### src/rtl/irpp_pkg.sv
// ----------------------------------------------------------------------------
// irpp_pkg
// Types and constants shared by the infrared pulse pair capture block.
// ----------------------------------------------------------------------------
package irpp_pkg;

	localparam int unsigned TIME_W = 16;
	localparam int unsigned COUNT_W = 8;
	localparam logic [TIME_W-1:0] TIMEOUT_RESET = 16'd60000;
	localparam logic [TIME_W-1:0] TICKS_MAX = '1;

	// Queue between the front and the back.
	localparam int unsigned QDEPTH = 2;
	localparam int unsigned QAW = $clog2(QDEPTH);
	localparam int unsigned QCW = $clog2(QDEPTH + 1);

	// Input command codes.
	localparam logic [1:0] CMD_START = 2'd0;
	localparam logic [1:0] CMD_EDGE = 2'd1;
	localparam logic [1:0] CMD_TICK = 2'd2;

	typedef enum logic [1:0] {
		OP_START = 2'd0,
		OP_EDGE = 2'd1,
		OP_TICK = 2'd2
	} op_e_t;

	typedef struct packed {
		op_e_t op;
		logic tag;
	} entry_t;

	typedef struct packed {
		logic [TIME_W-1:0] low_ticks;
		logic [TIME_W-1:0] high_ticks;
		logic entry_valid;
		logic last;
	} result_t;

	typedef enum logic [2:0] {
		PH_IDLE = 3'b001,
		PH_ARMED = 3'b010,
		PH_CAPTURE = 3'b100
	} phase_t;

endpackage

### src/rtl/ir_pulse_pair_capture.sv
// A result is offered from the output register; the operation that causes it first waits
// in the operation queue and is then processed by the capture back end.
// Throughput: one input item per cycle when neither the queue nor the output stalls.
// A two-entry operation queue and the output register let each side stall on its own; a
// stalled result holds every queued operation, and the input stalls once both slots fill.
// Reset (arst_n low, asynchronous): capture idle, queue and output empty, idle_timeout 60000.
// ----------------------------------------------------------------------------
// ir_pulse_pair_capture
// Top level: front classifier, operation queue and capture back end.
// ----------------------------------------------------------------------------
module ir_pulse_pair_capture #(
	parameter int unsigned MAX_PULSES = 64
) (
	input logic clk,
	input logic arst_n,
	input logic cfg_write,
	input logic [irpp_pkg::TIME_W-1:0] cfg_data,
	input logic in_valid,
	output logic in_stall,
	input logic [1:0] cmd,
	input logic level_high,
	output logic out_valid,
	input logic out_stall,
	output logic [irpp_pkg::TIME_W-1:0] low_ticks,
	output logic [irpp_pkg::TIME_W-1:0] high_ticks,
	output logic entry_valid,
	output logic last
);
	import irpp_pkg::*;

	logic push, pop, q_valid, q_full;
	entry_t push_entry, q_entry;
	logic [QCW-1:0] q_count;
	result_t result;

	irpp_front u_front (
		.in_valid(in_valid),
		.cmd(cmd),
		.level_high(level_high),
		.q_full(q_full),
		.in_stall(in_stall),
		.push(push),
		.push_entry(push_entry)
	);

	irpp_queue u_queue (
		.clk(clk),
		.arst_n(arst_n),
		.push(push),
		.push_entry(push_entry),
		.pop(pop),
		.q_valid(q_valid),
		.q_full(q_full),
		.q_entry(q_entry),
		.q_count(q_count)
	);

	irpp_back #(
		.MAX_PULSES(MAX_PULSES)
	) u_back (
		.clk(clk),
		.arst_n(arst_n),
		.cfg_write(cfg_write),
		.cfg_data(cfg_data),
		.q_valid(q_valid),
		.q_entry(q_entry),
		.pop(pop),
		.out_stall(out_stall),
		.out_valid(out_valid),
		.out_result(result)
	);

	assign low_ticks = result.low_ticks;
	assign high_ticks = result.high_ticks;
	assign entry_valid = result.entry_valid;
	assign last = result.last;

`ifndef ASSERT_OFF
	// A bare end marker always closes the capture and carries no durations.
	a_marker: assert property (@(posedge clk) disable iff (!arst_n)
		out_valid && !entry_valid |-> last && low_ticks == '0 && high_ticks == '0)
		else $error("bare end marker malformed");

	// The queue never holds more operations than it has slots.
	a_qcount: assert property (@(posedge clk) disable iff (!arst_n)
		q_count <= QCW'(QDEPTH))
		else $error("operation queue overflow");

	// A queued operation is drained in any cycle in which the output holds no result.
	a_drain: assert property (@(posedge clk) disable iff (!arst_n)
		q_valid && !out_valid |-> pop)
		else $error("back end idle with work queued");
`endif

endmodule

### src/rtl/irpp_front.sv
// ----------------------------------------------------------------------------
// irpp_front
// Accepts input transfers and classifies the command into an operation.
// ----------------------------------------------------------------------------
module irpp_front (
	input logic in_valid,
	input logic [1:0] cmd,
	input logic level_high,
	input logic q_full,
	output logic in_stall,
	output logic push,
	output irpp_pkg::entry_t push_entry
);
	import irpp_pkg::*;

	logic known;

	assign in_stall = q_full;

	always_comb begin
		known = 1'b1;
		push_entry.tag = level_high;
		case (cmd)
			CMD_START: push_entry.op = OP_START;
			CMD_EDGE: push_entry.op = OP_EDGE;
			CMD_TICK: push_entry.op = OP_TICK;
			default: begin
				// The unused code is taken and dropped here.
				push_entry.op = OP_TICK;
				known = 1'b0;
			end
		endcase
	end

	assign push = in_valid && !q_full && known;

endmodule

### src/rtl/irpp_queue.sv
// ----------------------------------------------------------------------------
// irpp_queue
// Short FIFO of classified operations between the front and the back.
// ----------------------------------------------------------------------------
module irpp_queue (
	input logic clk,
	input logic arst_n,
	input logic push,
	input irpp_pkg::entry_t push_entry,
	input logic pop,
	output logic q_valid,
	output logic q_full,
	output irpp_pkg::entry_t q_entry,
	output logic [irpp_pkg::QCW-1:0] q_count
);
	import irpp_pkg::*;

	entry_t slots_q [QDEPTH];
	logic [QAW-1:0] wr_ptr_q;
	logic [QAW-1:0] rd_ptr_q;
	logic [QCW-1:0] count_q;

	assign q_valid = (count_q != '0);
	assign q_full = (count_q == QCW'(QDEPTH));
	assign q_entry = slots_q[rd_ptr_q];
	assign q_count = count_q;

	always_ff @(posedge clk or negedge arst_n) begin
		if (!arst_n) begin
			wr_ptr_q <= '0;
			rd_ptr_q <= '0;
			count_q <= '0;
		end else begin
			if (push) begin
				wr_ptr_q <= wr_ptr_q + QAW'(1);
			end
			if (pop) begin
				rd_ptr_q <= rd_ptr_q + QAW'(1);
			end
			if (push && !pop) begin
				count_q <= count_q + QCW'(1);
			end else if (pop && !push) begin
				count_q <= count_q - QCW'(1);
			end
		end
	end

	always_ff @(posedge clk) begin
		if (push) begin
			slots_q[wr_ptr_q] <= push_entry;
		end
	end

endmodule

### src/rtl/irpp_back.sv
// ----------------------------------------------------------------------------
// irpp_back
// Capture state machine: tick counting, pulse pairing and result register.
// ----------------------------------------------------------------------------
module irpp_back #(
	parameter int unsigned MAX_PULSES = 64
) (
	input logic clk,
	input logic arst_n,
	input logic cfg_write,
	input logic [irpp_pkg::TIME_W-1:0] cfg_data,
	input logic q_valid,
	input irpp_pkg::entry_t q_entry,
	output logic pop,
	input logic out_stall,
	output logic out_valid,
	output irpp_pkg::result_t out_result
);
	import irpp_pkg::*;

	localparam logic [COUNT_W-1:0] FULL_COUNT = COUNT_W'(2 * MAX_PULSES);

	logic [TIME_W-1:0] timeout_q;
	phase_t phase_q, phase_nx;
	logic [TIME_W-1:0] elapsed_q, elapsed_nx, ticks_inc;
	logic [COUNT_W-1:0] count_q, count_nx, count_inc;
	logic pend_valid_q, pend_valid_nx;
	logic [TIME_W-1:0] pend_dur_q, pend_dur_nx;
	logic pend_tag_q, pend_tag_nx;
	logic out_valid_q;
	result_t result_q, res;
	logic has_res;
	logic full;

	assign pop = q_valid && (!out_valid_q || !out_stall);
	assign out_valid = out_valid_q;
	assign out_result = result_q;

	assign ticks_inc = (elapsed_q == TICKS_MAX) ? elapsed_q : elapsed_q + TIME_W'(1);
	assign count_inc = count_q + COUNT_W'(1);
	assign full = (count_inc >= FULL_COUNT);

	always_comb begin
		phase_nx = phase_q;
		elapsed_nx = elapsed_q;
		count_nx = count_q;
		pend_valid_nx = pend_valid_q;
		pend_dur_nx = pend_dur_q;
		pend_tag_nx = pend_tag_q;
		has_res = 1'b0;
		res = '0;
		case (q_entry.op)
			OP_START: begin
				phase_nx = PH_ARMED;
				elapsed_nx = '0;
				count_nx = '0;
				pend_valid_nx = 1'b0;
				pend_dur_nx = '0;
				pend_tag_nx = 1'b0;
			end
			OP_EDGE: begin
				if (phase_q == PH_ARMED) begin
					elapsed_nx = '0;
					phase_nx = PH_CAPTURE;
				end else if (phase_q == PH_CAPTURE) begin
					elapsed_nx = '0;
					count_nx = count_inc;
					if ((count_q == '0) && q_entry.tag) begin
						has_res = 1'b1;
						res.high_ticks = elapsed_q;
					end else if (pend_valid_q) begin
						has_res = 1'b1;
						pend_valid_nx = 1'b0;
						if (!pend_tag_q && q_entry.tag) begin
							res.low_ticks = pend_dur_q;
							res.high_ticks = elapsed_q;
						end
					end else if (full) begin
						// The record that fills the store is itself the leftover.
						has_res = 1'b1;
						res.low_ticks = elapsed_q;
					end else begin
						pend_valid_nx = 1'b1;
						pend_dur_nx = elapsed_q;
						pend_tag_nx = q_entry.tag;
					end
					if (has_res) begin
						res.entry_valid = 1'b1;
						res.last = full;
					end
					if (full) begin
						phase_nx = PH_IDLE;
						pend_valid_nx = 1'b0;
					end
				end
			end
			OP_TICK: begin
				if (phase_q == PH_CAPTURE) begin
					elapsed_nx = ticks_inc;
					if (ticks_inc >= timeout_q) begin
						has_res = 1'b1;
						res.last = 1'b1;
						res.entry_valid = pend_valid_q;
						res.low_ticks = pend_valid_q ? pend_dur_q : '0;
						pend_valid_nx = 1'b0;
						phase_nx = PH_IDLE;
					end
				end
			end
			default: begin
			end
		endcase
	end

	always_ff @(posedge clk or negedge arst_n) begin
		if (!arst_n) begin
			timeout_q <= TIMEOUT_RESET;
			phase_q <= PH_IDLE;
			elapsed_q <= '0;
			count_q <= '0;
			pend_valid_q <= 1'b0;
			pend_dur_q <= '0;
			pend_tag_q <= 1'b0;
			out_valid_q <= 1'b0;
		end else begin
			if (cfg_write) begin
				timeout_q <= cfg_data;
			end
			if (pop) begin
				phase_q <= phase_nx;
				elapsed_q <= elapsed_nx;
				count_q <= count_nx;
				pend_valid_q <= pend_valid_nx;
				pend_dur_q <= pend_dur_nx;
				pend_tag_q <= pend_tag_nx;
			end
			if (pop && has_res) begin
				out_valid_q <= 1'b1;
			end else if (!out_stall) begin
				out_valid_q <= 1'b0;
			end
		end
	end

	always_ff @(posedge clk) begin
		if (pop && has_res) begin
			result_q <= res;
		end
	end

endmodule

### config.mk
export PLATFORM = sky130hd
export DESIGN_NAME = ir_pulse_pair_capture
export DESIGN_NICKNAME = d
export VERILOG_FILES = /design/src/rtl/irpp_pkg.sv /design/src/rtl/ir_pulse_pair_capture.sv /design/src/rtl/irpp_front.sv /design/src/rtl/irpp_queue.sv /design/src/rtl/irpp_back.sv
export SDC_FILE = /design/constraint.sdc
export NUM_CORES = 1
export LEC_CHECK = 0
export BUFFER_PORTS_ARGS = -buffer_cell sky130_fd_sc_hd__buf_4
export CORE_MARGIN = 1
export CORE_UTILIZATION = 34
export CTS_CLUSTER_SIZE = 24
export DETAILED_ROUTE_END_ITERATION = 7
export PLACE_DENSITY_LB_ADDON = 0.25
export REMOVE_ABC_BUFFERS = 1
export SKIP_CTS_REPAIR_TIMING = 1
export SLEW_MARGIN = 15
export SYNTH_ARGS = -nofsm -noshare
export SYNTH_HDL_FRONTEND = slang
export SYNTH_HIERARCHICAL = 1
export SYNTH_SLANG_ARGS = --single-unit
### constraint.sdc
create_clock -name clk -period 7.3 [get_ports clk]
set_input_delay 0.365 -clock clk [delete_from_list [all_inputs] [get_ports clk]]
set_output_delay 0.365 -clock clk [all_outputs]
set_load 0.02 [all_outputs]
==> results.cfg, run 1 <==
[outcome]
status = finished, final reports clean

[power_and_ir_drop]
intPower_mw = 1.03
ir_worst_vdd_mv = 0.112
powerDensity_nw_per_um2 = 242
swShare = 0.310
p_switching_mw = 0.461
combinationalPowerShare = 0.236
p_clk_frac = 0.301
p_seq_frac = 0.463
p_leak_nw = 2.56

[clocking]
clock-sinks = 106
cts_buffers = 9
cts.htree.levels = 3
tritoncts = built
path_clk_slew_ns = 0.07
clockBufferDepth = 2
clockRootBuffer = clkbuf_16
clk_latency_ns = 0.35

[logic_synthesis]
synth_area_leaders = dfrtp_1 (27%), edfxtp_1 (23%), a22o_1 (5.8%)
synth_area_leader_cell = dfrtp_1
synth_top_cell_area_share = 0.275
synth_edf_count = 40
postSynthCellCount = 477
yosys_warnings = 6
netlist_area_um2 = 5280
synth_most_common_cell = dfrtp_1
netlist_top_cells_count = dfrtp_1 (58), nand2_1 (46), edfxtp_1 (40)
synthArstFlopShare = 0.623
synth_flop_cell = dfrtp_1
syn_area_per_cell_um2 = 11.1
synth_seq_cells = 106
seq_area_frac_synth = 0.542
ys_types = 57

[sta]
fin_crit_ns = 4.62
slew_headroom = 0.315
rsz0062_at_grt = false
tightest_slew_ns = 1.03
fin_crit_sh = 0.633
drv_slew = 0
setup_violations = 0
finalSetupTns_ns = 0
hold_viol = 0
fmax_mhz = 216
skew_ns = 0.00962
holdWs_ns = 0.103

[place]
port-buffer-count = 59
place_hpwl_mm = 7.61
post_dp_cell_area_um2 = 5870
place_congestion = 0.860

[setup_path]
r2r_cells = 14
path_cells = ha_1 > nand3_1 > nor3_1 > nor3b_1 > nand3b_1 > o21a_1 > ha_1 > nand4_2 > or3_1 > or4_1 > a31oi_1 > o21ba_2 > nor2_2 > buf_4
cpPeakStageDelay_ns = 0.59
arrival_ns = 4.62
cp_common_cell = ha_1
critPathKind = reg2reg
slowest_stage = or4_1
start_kind = flip-flop
cp-end-kind = flip-flop
r2r-start = u_back/elapsed_q[1]
rrSetupSlack_ns = 2.68
crit_required_ns = 7.30
reg2reg_to = u_back/out_result[22]
critPathMaxFanout = 34

[run]
drv_cap = 0

[floorplan]
die_area_um2 = 16000
coreArea_um2 = 15200
num_rows = 45
ioPinCount = 60
die_w_um = 127
die_y_um = 127
start_util = 0.347

[layout]
layout-drive-gt1-share = 0.208
fin_nets = 571
diodes = 0
area_growth_pct = 16.3
finalInstanceArea_um2 = 6140

[routing]
wl_per_cell_um = 14.9
via_count = 3649
drc = 0
vias_per_cell = 5.10
first_iter_violations = 207
dr.pass1.iters = 5
wl_mm = 10.7
ant_nets = 0

[global_route]
grt_start_max_net_pins = 67
grt_overflow = 0
grt_pass1_vias = 3493
grt_pass1_wl_mm = 17.8
antenna_found_initial = 0
track_usage = 0.141

[worst_hold_path]
hp-class = in2async
==> placed cells by master, fill, tap and decap left out, drive strengths merged, types with 3 or more instances in the layout <==
master,synthesis,layout
nand2,46,46
dfrtp,58,58
clkinv,0,3
nor2b,3,3
edfxtp,40,40
nor3,6,6
nand2b,3,3
a22o,35,35
o21ai,32,32
o21a,8,8
dfstp,8,8
o31ai,6,6
nor3b,3,3
nor2,23,23
inv,26,27
nand4,8,8
mux2,8,8
a21oi,19,19
buf,12,64
xor2,12,12
a31oi,5,5
xnor2,10,10
and2,19,19
and3,7,7
nand3,11,11
clkbuf,17,10
ha,24,24
==> how the worst max path moves through the flow <==
| stage | from | end | slack (ns) | cells after the start |
|---|---|---|---|---|
| after global routing | u_back/elapsed_q[0] | u_back/out_result[14] | 2.24 | 14 |
| after global placement | u_back/elapsed_q[0] | u_back/out_result[2] | 2.87 | 14 |
| after detailed placement | u_back/elapsed_q[0] | u_back/out_result[2] | 2.71 | 14 |
| after floorplan | u_back/elapsed_q[0] | u_back/out_result[0] | 2.09 | 13 |
| final | u_back/elapsed_q[1] | u_back/out_result[22] | 2.68 | 14 |
| after CTS | u_back/elapsed_q[0] | u_back/out_result[27] | 2.69 | 14 |
==> registers in the layout, summed over array words and instances, names as in the netlist <==
name / count
u_back/phase_q: 3
u_back/pend_dur_q: 16
u_back/elapsed_q: 16
u_back/pend_tag_q: 1
u_queue/q_count: 2
u_back/out_result: 34
u_back/out_valid: 1
u_queue/slots_q: 6
u_queue/wr_ptr_q: 1
u_queue/rd_ptr_q: 1
u_back/pend_valid_q: 1
u_back/timeout_q: 16
u_back/count_q: 8
==> power by group through the flow <==
stage          clock [mW]  combinational, mW  sequential [mW]
4_1_cts             0.459              0.351            0.689
3_3_place_gp            0              0.343            0.699
5_1_grt             0.488              0.389            0.695
2_1_floorplan           0              0.237            0.698
6_report            0.449              0.350            0.689
3_5_place_dp            0              0.347            0.702
==> cell type report <==
cell class	instances	area, um^2
Tap cell	188	235
Inverter	26	97.6
Sequential cell	106	2860
Timing Repair Buffer	64	480
Clock buffer	10	229
Fill cell	1455	9060
Clock inverter	6	42.5
Multi-Input combinational cell	316	2190
==> through the flow <==
stage / utilization / instances / worst slack [ns] / power [mW]
CTS: 0.404 / 716 / 2.69 / 1.50
global placement: 0.386 / 700 / 2.87 / 1.04
finish: 0.404 / 716 / 2.68 / 1.49
global route: 0.404 / 716 / 2.24 / 1.57
floorplan: - / 448 / 2.09 / 0.935
detailed placement: 0.386 / 700 / 2.71 / 1.05
==> critical path: cells and delay by family, from the launching register on <==
family / cells / cell delay [ns]
AO/OA/AOI/OAI: 3 / 0.56
adder cells (fa/ha/maj): 2 / 0.59
buffers and inverters: 1 / 0.37
flip-flops: 1 / 0.44
AND/OR/NAND/NOR: 8 / 2.29
==> cell families after synthesis <==
group | count (synthesis) | synth area share
buf+inv | 55 | 0.0443
mux | 10 | 0.0208
fa+ha+maj | 24 | 0.0569
compound gates | 119 | 0.161
simple gates | 141 | 0.137
flops | 106 | 0.542
xor+xnor | 22 | 0.0379
==> layer usage <==
metal / vias up / routed length [um] / track usage / share of wire
li1: 1800 / - / - / -
met1: 1744 / 5420 / 0.202 / 0.51
met2: 96 / 4640 / 0.214 / 0.43
met3: 9 / 493 / 0.0261 / 0.046
met4: 0 / 133 / 0.0446 / 0.012
met5: - / 0 / 0 / 0
Note: power is estimated with default switching activity, not from simulation.
==> inputs of run 2 (changes only) <==
==> constraint.sdc (replaced) <==
create_clock -name clk -period 3.8 [get_ports clk]
set_input_delay 0.19 -clock clk [delete_from_list [all_inputs] [get_ports clk]]
set_output_delay 0.19 -clock clk [all_outputs]
set_load 0.02 [all_outputs]
==> run 2 against run 1 <==
- worst setup slack lost 2.7 ns
- sequential cell count is the same
- worst hold slack lost 0.17 ns
- largest power group unchanged
- the run now ends with negative hold slack, negative setup slack left
- clock skew grew 0.0057 ns
- critical path type unchanged
- die area is the same
- cell area grew 12%
- core utilization grew 4.9 points
- maximum frequency grew 21%
- power grew 100%
- sequential share of layout area shrank 5.0 points
==> results.cfg, run 2 (same netlist as run 1, synthesis figures left out) <==
[outcome]
status = complete, but fails checks
violations = negative hold slack, negative setup slack

[run]
drv_cap = 0

[sta]
rsz0062_at_grt = true
fin_crit_sh = 1.01
fmax_mhz = 262
finalSetupTns_ns = -0.374
setup_ws_ns = -0.0225
skew_ns = 0.0153
hold_viol = 58
drv_slew = 0
setup_violations = 30
tightest_slew_ns = 1.05
fin_crit_ns = 3.82
slew_headroom = 0.303
holdWs_ns = -0.0687

[setup_path]
critical_path_buf_inv_count = 3
start_kind = flip-flop
path_cells = ha_2 > nand3_2 > nor3_2 > buf_4 > nor3b_4 > nand3b_1 > o21a_1 > ha_4 > nand4_4 > or3_4 > or4_4 > a31oi_2 > o21ba_2 > nor2_4 > buf_12 > clkbuf_16
critPathMaxFanout = 5
r2r-start = u_back/elapsed_q[0]
arrival_ns = 3.89
critPathTopFamily = simple AND/OR/NAND/NOR gates
cp-end-kind = flip-flop
cpPeakStageDelay_ns = 0.50
cp-startpoint = u_back/elapsed_q[0]
crit_required_ns = 3.86
critPathKind = reg2reg
slowest_stage = or4_4

[place]
port-buffer-count = 59
pre_cts_slack_ns = -0.236
post_dp_cell_area_um2 = 6200
dpl.cell_count = 743
place_hpwl_mm = 7.88
place_congestion = 0.835

[layout]
finalInstanceArea_um2 = 6880
area_growth_pct = 30.3
mostFrequentLayoutCells = buf_4 (110), dfrtp_1 (57), nand2_1 (46), edfxtp_1 (40), a22o_1 (35)
largest_reg_flops = 34
fin_cells = 772
diodes = 0
n_fill_cell = 1387
final_util = 0.453
fin_nets = 627
final_common_cell = buf_4
layout-drive-gt1-share = 0.324

[routing]
wl_mm = 11.9
ant_nets = 0
first_iter_violations = 261
drc = 0
vias_per_cell = 5.03
wl_per_cell_um = 15.5
via_count = 3880
dr.pass1.iters = 4

[clocking]
clockBufferDepth = 2
clock-sinks = 106
cts_buffers = 9
cts.htree.levels = 3
path_clk_slew_ns = 0.08
tritoncts = built
clockRootBuffer = clkbuf_16
clk_latency_ns = 0.35

[power_and_ir_drop]
p_switching_mw = 0.932
ir_worst_vdd_mv = 0.306
combinationalPowerShare = 0.247
intPower_mw = 2.09
p_seq_frac = 0.439
total_power_mw = 3.02
p_clk_frac = 0.315
p_leak_nw = 2.92
powerDensity_nw_per_um2 = 439
swShare = 0.309

[global_route]
grt_pass1_wl_mm = 18.5
antenna_found_initial = 0
grt_pass1_vias = 3699
grt_overflow = 0
grt_start_max_net_pins = 67
track_usage = 0.147

[floorplan]
coreArea_um2 = 15200
num_rows = 45
die_y_um = 127
ioPinCount = 60
die_w_um = 127
die_area_um2 = 16000
start_util = 0.347

[worst_hold_path]
hp-class = in2async
run 2: cell types whose count changed in the layout (fill, tap and decap cells not counted), moves of 3 or more:
cell | previous run | this run
and3_1 | 7 | 4
and3_4 | 0 | 3
buf_4 | 64 | 110
buf_6 | 0 | 5
ha_1 | 24 | 19
ha_4 | 0 | 4
nand3_1 | 11 | 7
nand3_2 | 0 | 3
run 2: power groups by stage:
| stage | Sequential (mW) | Clock, mW | Combinational [mW] |
|---|---|---|---|
| 2_1_floorplan | 1.34 | 0 | 0.455 |
| 3_3_place_gp | 1.34 | 0 | 0.688 |
| 3_5_place_dp | 1.34 | 0 | 0.702 |
| 4_1_cts | 1.32 | 0.983 | 0.705 |
| 5_1_grt | 1.33 | 1.02 | 0.827 |
| 6_report | 1.32 | 0.950 | 0.744 |
run 2: final timing paths:
| check | endpoint | slack [ns] | cells past startpoint |
|---|---|---|---|
| min | u_back/timeout_q[0] | -0.07 | 1 |
| min reg2reg | u_queue/wr_ptr_q | 0.49 | 1 |
| max reg2reg | u_back/out_result[0] | -0.02 | 16 |
| max | u_back/out_result[0] | -0.02 | 16 |
| min in group clk | u_queue/slots_q[1][0] | 0.03 | 1 |
| max in group asynchronous | u_back/elapsed_q[2] | 3.27 | 1 |
run 2: worst reg2reg max path: stages, from the launching register on:
cell       delay [ns]
dfrtp_1          0.38
ha_2             0.20
nand3_2          0.09
nor3_2           0.18
buf_4            0.16
nor3b_4          0.20
nand3b_1         0.12
o21a_1           0.15
ha_4             0.29
nand4_4          0.07
or3_4            0.37
or4_4            0.50
a31oi_2          0.22
o21ba_2          0.21
nor2_4           0.11
buf_12           0.14
clkbuf_16        0.15
run 2: final cells by class:
class	instances	area, um^2	area share
repair buffers	119	972	0.141
clock inverters	6	73.8	0.0107
flip-flops and latches	106	2860	0.416
inverters	26	97.6	0.0142
clock buffers	10	229	0.0333
multi-input cells	317	2410	0.350
well taps	188	235	0.0342
run 2: metal layers:
metal,GRT usage,up-vias,part of all wire
li1,-,1923,-
met1,0.210,1857,0.48
met2,0.219,89,0.47
met3,0.0169,11,0.040
met4,0.0773,0,0.012
met5,0,-,0
